## src/urav_pkg.sv

```systemverilog
`timescale 1ns / 1ps
// ----------------------------------------------------------------------------
// Ultrasonic range average package
// Shared types, field widths and fixed-point constants for the echo
// conversion and the averaging pipeline.
// ----------------------------------------------------------------------------
package urav_pkg;

    localparam int unsigned KIND_W = 2;
    localparam int unsigned ECHO_W = 15;
    localparam int unsigned MM_W   = 13;

    localparam int unsigned MAX_MM = 5649;
    localparam logic [MM_W-1:0] MAX_DIST_RESET = 13'd300;

    localparam logic [KIND_W-1:0] KIND_ECHO     = 2'd0;
    localparam logic [KIND_W-1:0] KIND_NO_PULSE = 2'd1;
    localparam logic [KIND_W-1:0] KIND_TIMEOUT  = 2'd2;

    // Echo width to millimeters: floor(w * ECHO_SCALE / ECHO_DIV), done as one
    // multiply by a scaled reciprocal that is exact for w * ECHO_SCALE < 2^19.
    localparam longint unsigned ECHO_SCALE  = 10;
    localparam longint unsigned ECHO_DIV    = 58;
    localparam int unsigned     CONV_SHIFT  = 25;
    localparam int unsigned     CONV_MULT_W = 23;
    localparam logic [CONV_MULT_W-1:0] CONV_MULT = CONV_MULT_W'(
        ECHO_SCALE * (((64'd1 << CONV_SHIFT) + ECHO_DIV - 64'd1) / ECHO_DIV));

    typedef enum logic [1:0] {
        SRC_ECHO,
        SRC_LAST,
        SRC_ZERO
    } src_t;

    typedef struct packed {
        src_t             src;
        logic [MM_W-1:0]  echo_mm;
    } conv_t;

endpackage

```

## src/urav_echo_conv.sv

```systemverilog
`timescale 1ns / 1ps
// ----------------------------------------------------------------------------
// Echo conversion
// Classifies one ranging attempt and converts the echo width in microseconds
// to a distance in millimeters.
// ----------------------------------------------------------------------------
module urav_echo_conv
    import urav_pkg::*;
(
    input  logic [KIND_W-1:0] kind,
    input  logic [ECHO_W-1:0] echo_us,
    output conv_t             conv
);

    localparam int unsigned PROD_W = ECHO_W + CONV_MULT_W;

    logic [PROD_W-1:0] product;

    assign product = PROD_W'(echo_us) * PROD_W'(CONV_MULT);

    always_comb begin
        conv.echo_mm = MM_W'(product >> CONV_SHIFT);
        unique case (kind)
            KIND_ECHO:     conv.src = (echo_us != '0) ? SRC_ECHO : SRC_LAST;
            KIND_NO_PULSE: conv.src = SRC_LAST;
            KIND_TIMEOUT:  conv.src = SRC_ZERO;
            default:       conv.src = SRC_ZERO;
        endcase
    end

endmodule

```

## src/ultrasonic_range_average_unit.sv

```systemverilog
`timescale 1ns / 1ps
// ----------------------------------------------------------------------------
// Ultrasonic range average unit
// Converts ultrasonic echo widths to distances and keeps a moving average
// over a ring of the most recent readings.
// ----------------------------------------------------------------------------
// Beats pass a conversion stage register and then an output register.
// Throughput is one beat per cycle while m_tready does not stall the output;
// the sum and average are combinational; every accepted beat updates the state.
// Reset clears the ring through per-entry valid bits, the running sum, the
// write index and the last distance, and sets the maximum distance to 300.
// ----------------------------------------------------------------------------
module ultrasonic_range_average_unit
    import urav_pkg::*;
#(
    parameter int unsigned SAMPLE_COUNT = 8
) (
    input  logic        aclk,
    input  logic        aresetn,

    input  logic        cfg_wen,
    input  logic [12:0] cfg_wdata,    // max_distance_mm

    input  logic        s_tvalid,
    output logic        s_tready,
    input  logic [15:0] s_tdata,      // [14:0] echo_us, [15] zero
    input  logic [1:0]  s_tuser,      // [1:0] kind

    output logic        m_tvalid,
    input  logic        m_tready,
    output logic [31:0] m_tdata       // [12:0] reading_mm, [25:13] average_mm,
                                      // [26] target_seen, [31:27] zero
);

    localparam int unsigned IDX_W    = (SAMPLE_COUNT > 1) ? $clog2(SAMPLE_COUNT) : 1;
    localparam int unsigned SUM_W    = $clog2(SAMPLE_COUNT * MAX_MM + 1);
    localparam int unsigned AVG_L    = $clog2(SAMPLE_COUNT);
    localparam int unsigned AVG_K    = SUM_W + AVG_L;
    localparam int unsigned RECIP_W  = SUM_W + 1;
    localparam int unsigned PROD_W   = SUM_W + RECIP_W;
    localparam logic [RECIP_W-1:0] AVG_RECIP = RECIP_W'(
        ((64'd1 << AVG_K) + 64'(SAMPLE_COUNT) - 64'd1) / 64'(SAMPLE_COUNT));
    localparam logic [IDX_W-1:0] IDX_LAST = IDX_W'(SAMPLE_COUNT - 1);

    conv_t                   conv;
    conv_t                   conv_reg;
    logic                    stage_valid_reg;
    logic                    out_free;
    logic                    s_fire;
    logic                    fire;

    logic [MM_W-1:0]         max_dist_reg;
    logic [MM_W-1:0]         last_dist_reg;
    logic [SUM_W-1:0]        sum_reg;
    logic [SUM_W-1:0]        sum_next;
    logic [IDX_W-1:0]        idx_reg;
    logic [IDX_W-1:0]        idx_next;
    logic [IDX_W-1:0]        rd_addr;
    logic [SAMPLE_COUNT-1:0] entry_valid_reg;

    logic [MM_W-1:0]         ring [SAMPLE_COUNT];
    logic [MM_W-1:0]         ring_rd_reg;
    logic                    rd_valid_reg;
    logic                    bypass_reg;
    logic [MM_W-1:0]         bypass_data_reg;
    logic [MM_W-1:0]         oldest;

    logic [MM_W-1:0]         reading;
    logic [PROD_W-1:0]       avg_prod;
    logic [MM_W-1:0]         average;
    logic                    target;

    logic                    m_tvalid_reg;
    logic [MM_W-1:0]         reading_reg;
    logic [MM_W-1:0]         average_reg;
    logic                    target_reg;

    urav_echo_conv u_echo_conv (
        .kind    (s_tuser),
        .echo_us (s_tdata[ECHO_W-1:0]),
        .conv    (conv)
    );

    assign out_free = !m_tvalid_reg || m_tready;
    assign fire     = stage_valid_reg && out_free;
    assign s_tready = !stage_valid_reg || out_free;
    assign s_fire   = s_tvalid && s_tready;

    always_comb begin
        unique case (conv_reg.src)
            SRC_ECHO: reading = conv_reg.echo_mm;
            SRC_LAST: reading = last_dist_reg;
            SRC_ZERO: reading = '0;
            default:  reading = '0;
        endcase

        if (bypass_reg) begin
            oldest = bypass_data_reg;
        end else if (rd_valid_reg) begin
            oldest = ring_rd_reg;
        end else begin
            oldest = '0;
        end

        sum_next = sum_reg - SUM_W'(oldest) + SUM_W'(reading);
        avg_prod = PROD_W'(sum_next) * PROD_W'(AVG_RECIP);
        average  = MM_W'(avg_prod >> AVG_K);
        target   = (average != '0) && (average <= max_dist_reg);

        idx_next = (idx_reg == IDX_LAST) ? '0 : idx_reg + IDX_W'(1);
        rd_addr  = fire ? idx_next : idx_reg;
    end

    always_ff @(posedge aclk) begin
        if (fire) begin
            ring[idx_reg] <= reading;
        end
        ring_rd_reg     <= ring[rd_addr];
        bypass_data_reg <= reading;
        if (s_fire) begin
            conv_reg <= conv;
        end
        if (fire) begin
            reading_reg <= reading;
            average_reg <= average;
            target_reg  <= target;
        end
    end

    always_ff @(posedge aclk) begin
        if (!aresetn) begin
            stage_valid_reg <= 1'b0;
            m_tvalid_reg    <= 1'b0;
            max_dist_reg    <= MAX_DIST_RESET;
            last_dist_reg   <= '0;
            sum_reg         <= '0;
            idx_reg         <= '0;
            entry_valid_reg <= '0;
            rd_valid_reg    <= 1'b0;
            bypass_reg      <= 1'b0;
        end else begin
            if (cfg_wen) begin
                max_dist_reg <= cfg_wdata;
            end
            if (s_fire) begin
                stage_valid_reg <= 1'b1;
            end else if (fire) begin
                stage_valid_reg <= 1'b0;
            end
            if (fire) begin
                m_tvalid_reg <= 1'b1;
            end else if (m_tready) begin
                m_tvalid_reg <= 1'b0;
            end
            if (fire) begin
                last_dist_reg            <= average;
                sum_reg                  <= sum_next;
                idx_reg                  <= idx_next;
                entry_valid_reg[idx_reg] <= 1'b1;
            end
            rd_valid_reg <= entry_valid_reg[rd_addr];
            bypass_reg   <= fire && (rd_addr == idx_reg);
        end
    end

    assign m_tvalid = m_tvalid_reg;
    assign m_tdata  = {5'b0, target_reg, average_reg, reading_reg};

`ifndef SYNTHESIS
    a_idx_range: assert property (@(posedge aclk) disable iff (!aresetn)
        idx_reg <= IDX_LAST)
        else $error("ring write index out of range");

    a_sum_range: assert property (@(posedge aclk) disable iff (!aresetn)
        sum_reg <= SUM_W'(SAMPLE_COUNT * MAX_MM))
        else $error("running sum exceeds the largest ring total");

    a_avg_follows_sum: assert property (@(posedge aclk) disable iff (!aresetn)
        fire |=> (last_dist_reg == average_reg) && m_tvalid_reg)
        else $error("last distance does not track the delivered average");

    a_target_range: assert property (@(posedge aclk) disable iff (!aresetn)
        m_tvalid_reg && target_reg |-> (average_reg != '0) && (average_reg <= MM_W'(MAX_MM)))
        else $error("target flag set for an average outside the valid range");
`endif

endmodule
```

## config.mk

```make
export PLATFORM = sky130hd
export DESIGN_NAME = ultrasonic_range_average_unit
export DESIGN_NICKNAME = d
export VERILOG_FILES = /design/src/urav_pkg.sv /design/src/urav_echo_conv.sv /design/src/ultrasonic_range_average_unit.sv
export SDC_FILE = /design/constraint.sdc
export NUM_CORES = 1
export LEC_CHECK = 0
export BUFFER_PORTS_ARGS = -buffer_cell sky130_fd_sc_hd__buf_4
export CAP_MARGIN = 15
export CORE_MARGIN = 4
export CORE_UTILIZATION = 42
export DETAILED_ROUTE_END_ITERATION = 8
export PLACE_DENSITY = 0.62
export SLEW_MARGIN = 15
export SYNTH_ARGS = -nofsm -noshare
export SYNTH_HDL_FRONTEND = slang
export SYNTH_SLANG_ARGS = --single-unit
```

## constraint.sdc

```tcl
create_clock -name aclk -period 10.4 [get_ports aclk]
set_input_delay 1.04 -clock aclk [delete_from_list [all_inputs] [get_ports aclk]]
set_output_delay 1.04 -clock aclk [all_outputs]
set_load 0.005 [all_outputs]
```

==> qor.json <==
{
  "outcome": {"value": "finished clean"},
  "clock_sink_count": {"value": 216},
  "layout_common_cells": {"value": "sky130_fd_sc_hd__ha_1, sky130_fd_sc_hd__inv_1, sky130_fd_sc_hd__nand2_1, sky130_fd_sc_hd__edfxtp_1, sky130_fd_sc_hd__fa_1"},
  "area_delta_synth_final": {"value": 12.0, "unit": "%"},
  "vdd_drop_max": {"value": 0.200, "unit": "mV"},
  "synth_edf_count": {"value": 146},
  "antenna_found_initial": {"value": 0},
  "timing.max_cap.violations": {"value": 0},
  "postSynthAreaPerCell": {"value": 10.7, "unit": "µm²"},
  "worstMarginPinSlew": {"value": 1.02, "unit": "ns"},
  "report.final.setup_viol": {"value": 0},
  "syn_inst": {"value": 1284},
  "worst-endpoint-required": {"value": 10.64, "unit": "ns"},
  "cellLeakagePower": {"value": 6.96, "unit": "nW"},
  "fraction_of_final_layout_cells_with_drive_strength_greater_than_1": {"value": 9.89, "unit": "%"},
  "globalRoute.totalOverflow": {"value": 0},
  "final.setup.tns": {"value": 0, "unit": "ns"},
  "hold_path_class": {"value": "flop to flop"},
  "floorplan.initialDensity": {"value": 42.4, "unit": "%"},
  "async_reset_ff_share": {"value": 0, "unit": "%"},
  "routedWlPerCell": {"value": 16.8, "unit": "µm"},
  "dpl.hpwl": {"value": 22000, "unit": "µm"},
  "timing.fmax": {"value": 0.169, "unit": "GHz"},
  "clock_tree_from_tritoncts": {"value": "yes"},
  "critical_path.top_delay_family": {"value": "adder cells"},
  "routed-via-count": {"value": 9090},
  "worst_skew_pair.late_latency": {"value": 0.50, "unit": "ns"},
  "final_core_util": {"value": 47.5, "unit": "%"},
  "design.die.area": {"value": 0.0358, "unit": "mm²"},
  "io_buffer_count": {"value": 63},
  "synth.yosys.warnings": {"value": 0},
  "cp_cell_sequence": {"value": "buf_4, inv_1, ha_1, ha_1, fa_1, inv_1, fa_1, inv_1, fa_1, inv_1, fa_1, inv_1, ha_1, a21o_1, a21o_1, a211oi_2, o21ai_1, a2111oi_2, o21ai_1, a31oi_1, xnor2_1"},
  "placer_s_final_routability_congestion_estimate": {"value": 0.835},
  "grt_pass1_wl": {"value": 48800, "unit": "µm"},
  "final.setup_skew": {"value": 0.0162, "unit": "ns"},
  "critical_path.most_common_cell": {"value": "sky130_fd_sc_hd__inv_1"},
  "cts_root_buffer": {"value": "sky130_fd_sc_hd__clkbuf_16"},
  "ctsHtreeMaxLevel": {"value": 1},
  "antenna_cells": {"value": 0},
  "power-per-cell-area": {"value": 272, "unit": "mW/mm²"},
  "grt_start_max_net_pins": {"value": 57},
  "core_area": {"value": 0.0325, "unit": "mm²"},
  "synthesis.area": {"value": 0.0138, "unit": "mm²"},
  "critical_path.endpoint_type": {"value": "flop"},
  "num_io_pins": {"value": 70},
  "setup.worst_path.class": {"value": "primary input to flop"},
  "worst-path-buf-inv": {"value": 6},
  "layoutNonFillerInstCount": {"value": 1797},
  "fillerInstances": {"value": 2970},
  "first_global_vias": {"value": 9256},
  "final.setup.worst_slack": {"value": 4.48, "unit": "ns"},
  "global_route.usage.total": {"value": 16.9, "unit": "%"},
  "post_cts_resized": {"value": 0},
  "die-width": {"value": 189, "unit": "µm"},
  "worst_setup_hold_path_clk_slew": {"value": 0.06, "unit": "ns"},
  "layout_commonest_cell": {"value": "sky130_fd_sc_hd__ha_1"},
  "netlist-cell-type-count": {"value": 57},
  "firstDrtPassIters": {"value": 8},
  "worstPathArrival": {"value": 6.16, "unit": "ns"},
  "cts_max_path_buffers": {"value": 3},
  "hold_buffers": {"value": 0},
  "final_nets": {"value": 1645},
  "total_setup_buffers_inserted_after_cts": {"value": 0},
  "worst_slew_margin_rel": {"value": 31.5, "unit": "%"},
  "postRouteAntennaNets": {"value": 0},
  "largest_register_ff_count": {"value": 104},
  "slowest_delay": {"value": 0.53, "unit": "ns"},
  "pre_cts_slack": {"value": 3.96, "unit": "ns"},
  "r2r_slack": {"value": 4.99, "unit": "ns"},
  "wirelength": {"value": 30100, "unit": "µm"},
  "grt_setup_unrepaired": {"value": "no"},
  "dominantRegCellSynth": {"value": "sky130_fd_sc_hd__edfxtp_1"},
  "numCtsBuffers": {"value": 21},
  "min_period_over_period": {"value": 56.9, "unit": "%"},
  "layout_min_cycle_time": {"value": 5.92, "unit": "ns"},
  "seq_area_frac_synth": {"value": 42.0, "unit": "%"},
  "placementRows": {"value": 66},
  "post_drt_via_cell_ratio": {"value": 5.06},
  "timing.final.hold_violations": {"value": 0},
  "drc_errors": {"value": 0},
  "place.detailed.instances": {"value": 1759},
  "die_h": {"value": 189, "unit": "µm"},
  "fin_total_pwr": {"value": 4.19, "unit": "mW"},
  "number_of_drc_markers_after_the_initial_detailed_route_iteration": {"value": 576},
  "synth_register_bits": {"value": 216},
  "timing.critical_path.fanout_max": {"value": 8},
  "worst_setup_path_start_kind": {"value": "primary input"},
  "cpMaxStageDelayCell": {"value": "sky130_fd_sc_hd__fa_1"},
  "timing.final.max_slew_violations": {"value": 0}
}
-- power by group --
group          leakage, nW  internal [mW]  switching (mW)
combinational         4.69          0.951            1.30
sequential            1.94           1.14          0.0661
clock                0.332          0.429           0.308
-- metal layers --
metal / share of wire, % / vias to the layer above / wire, µm / global-route usage [%]
met2: 49 / 162 / 14700 / 29.5
met1: 45 / 4404 / 13600 / 22.7
li1: - / 4483 / - / -
met4: 2.1 / 0 / 641 / 4.18
met5: 0 / - / 0 / 0
met3: 3.7 / 41 / 1130 / 1.57
-- kinds of logic after synthesis --
family	after synthesis	share of synthesized area (%)
AO/OA/AOI/OAI	152	7.57
XOR/XNOR	26	1.65
adder cells (fa/ha/maj)	269	28.7
buffers and inverters	219	6.22
flip-flops	216	42.0
multiplexers	25	1.83
other	1	0.0272
AND/OR/NAND/NOR	376	12.0
-- worst register-to-register path, delay by kind of cell (launching register included) --
kind	cells	cell delay, ns
adders and majority gates	3	1.42
and+or+nand+nor	1	0.66
AOI/OAI and AO/OA	12	2.22
muxes	1	0.18
DFF	1	0.79
-- cells in the mapped netlist, types with 16 or more instances --
cell | number | area share (%)
sky130_fd_sc_hd__a21o_1 | 20 | 1.1
sky130_fd_sc_hd__nor2_1 | 80 | 2.2
sky130_fd_sc_hd__a21oi_1 | 39 | 1.4
sky130_fd_sc_hd__fa_1 | 78 | 11
sky130_fd_sc_hd__inv_1 | 174 | 4.7
sky130_fd_sc_hd__nor3_1 | 16 | 0.58
sky130_fd_sc_hd__ha_1 | 191 | 17
sky130_fd_sc_hd__xnor2_1 | 16 | 1.0
sky130_fd_sc_hd__o21ai_0 | 24 | 0.87
sky130_fd_sc_hd__nand2_1 | 163 | 4.4
sky130_fd_sc_hd__clkbuf_1 | 22 | 0.60
sky130_fd_sc_hd__dfxtp_1 | 70 | 10
sky130_fd_sc_hd__mux2i_1 | 24 | 1.7
sky130_fd_sc_hd__nand3_1 | 72 | 2.6
sky130_fd_sc_hd__edfxtp_1 | 146 | 32
-- area by class of cell --
| class | instances | area [µm²] | share of cell area [%] |
|---|---|---|---|
| Tap cell | 442 | 553 | 3.59 |
| Inverter | 174 | 653 | 4.24 |
| Timing Repair Buffer | 74 | 556 | 3.60 |
| Multi-Input combinational cell | 853 | 7210 | 46.8 |
| Clock inverter | 12 | 110 | 0.714 |
| Clock buffer | 26 | 554 | 3.59 |
| Sequential cell | 216 | 5790 | 37.5 |
-- final timing paths --
path | depth (start not counted) | endpoint | start
worst min register to register | 2 | sum_reg[0] | sum_reg[0]
worst max register to register | 17 | target_reg | conv_reg[13]
worst max-delay path | 21 | conv_reg[6] | s_tdata[13]
worst min-delay path | 2 | sum_reg[0] | sum_reg[0]
-- metrics by stage --
stage | instance area (µm²) | hold WS (ns)
3_3_place_gp | 14800 | 0.446
3_5_place_dp | 14800 | 0.455
4_1_cts | 15400 | 0.463
6_report | 15400 | 0.467
5_1_grt | 15400 | 0.489
2_1_floorplan | 13800 | 0.440
Note: power is estimated with default switching activity, not from simulation.
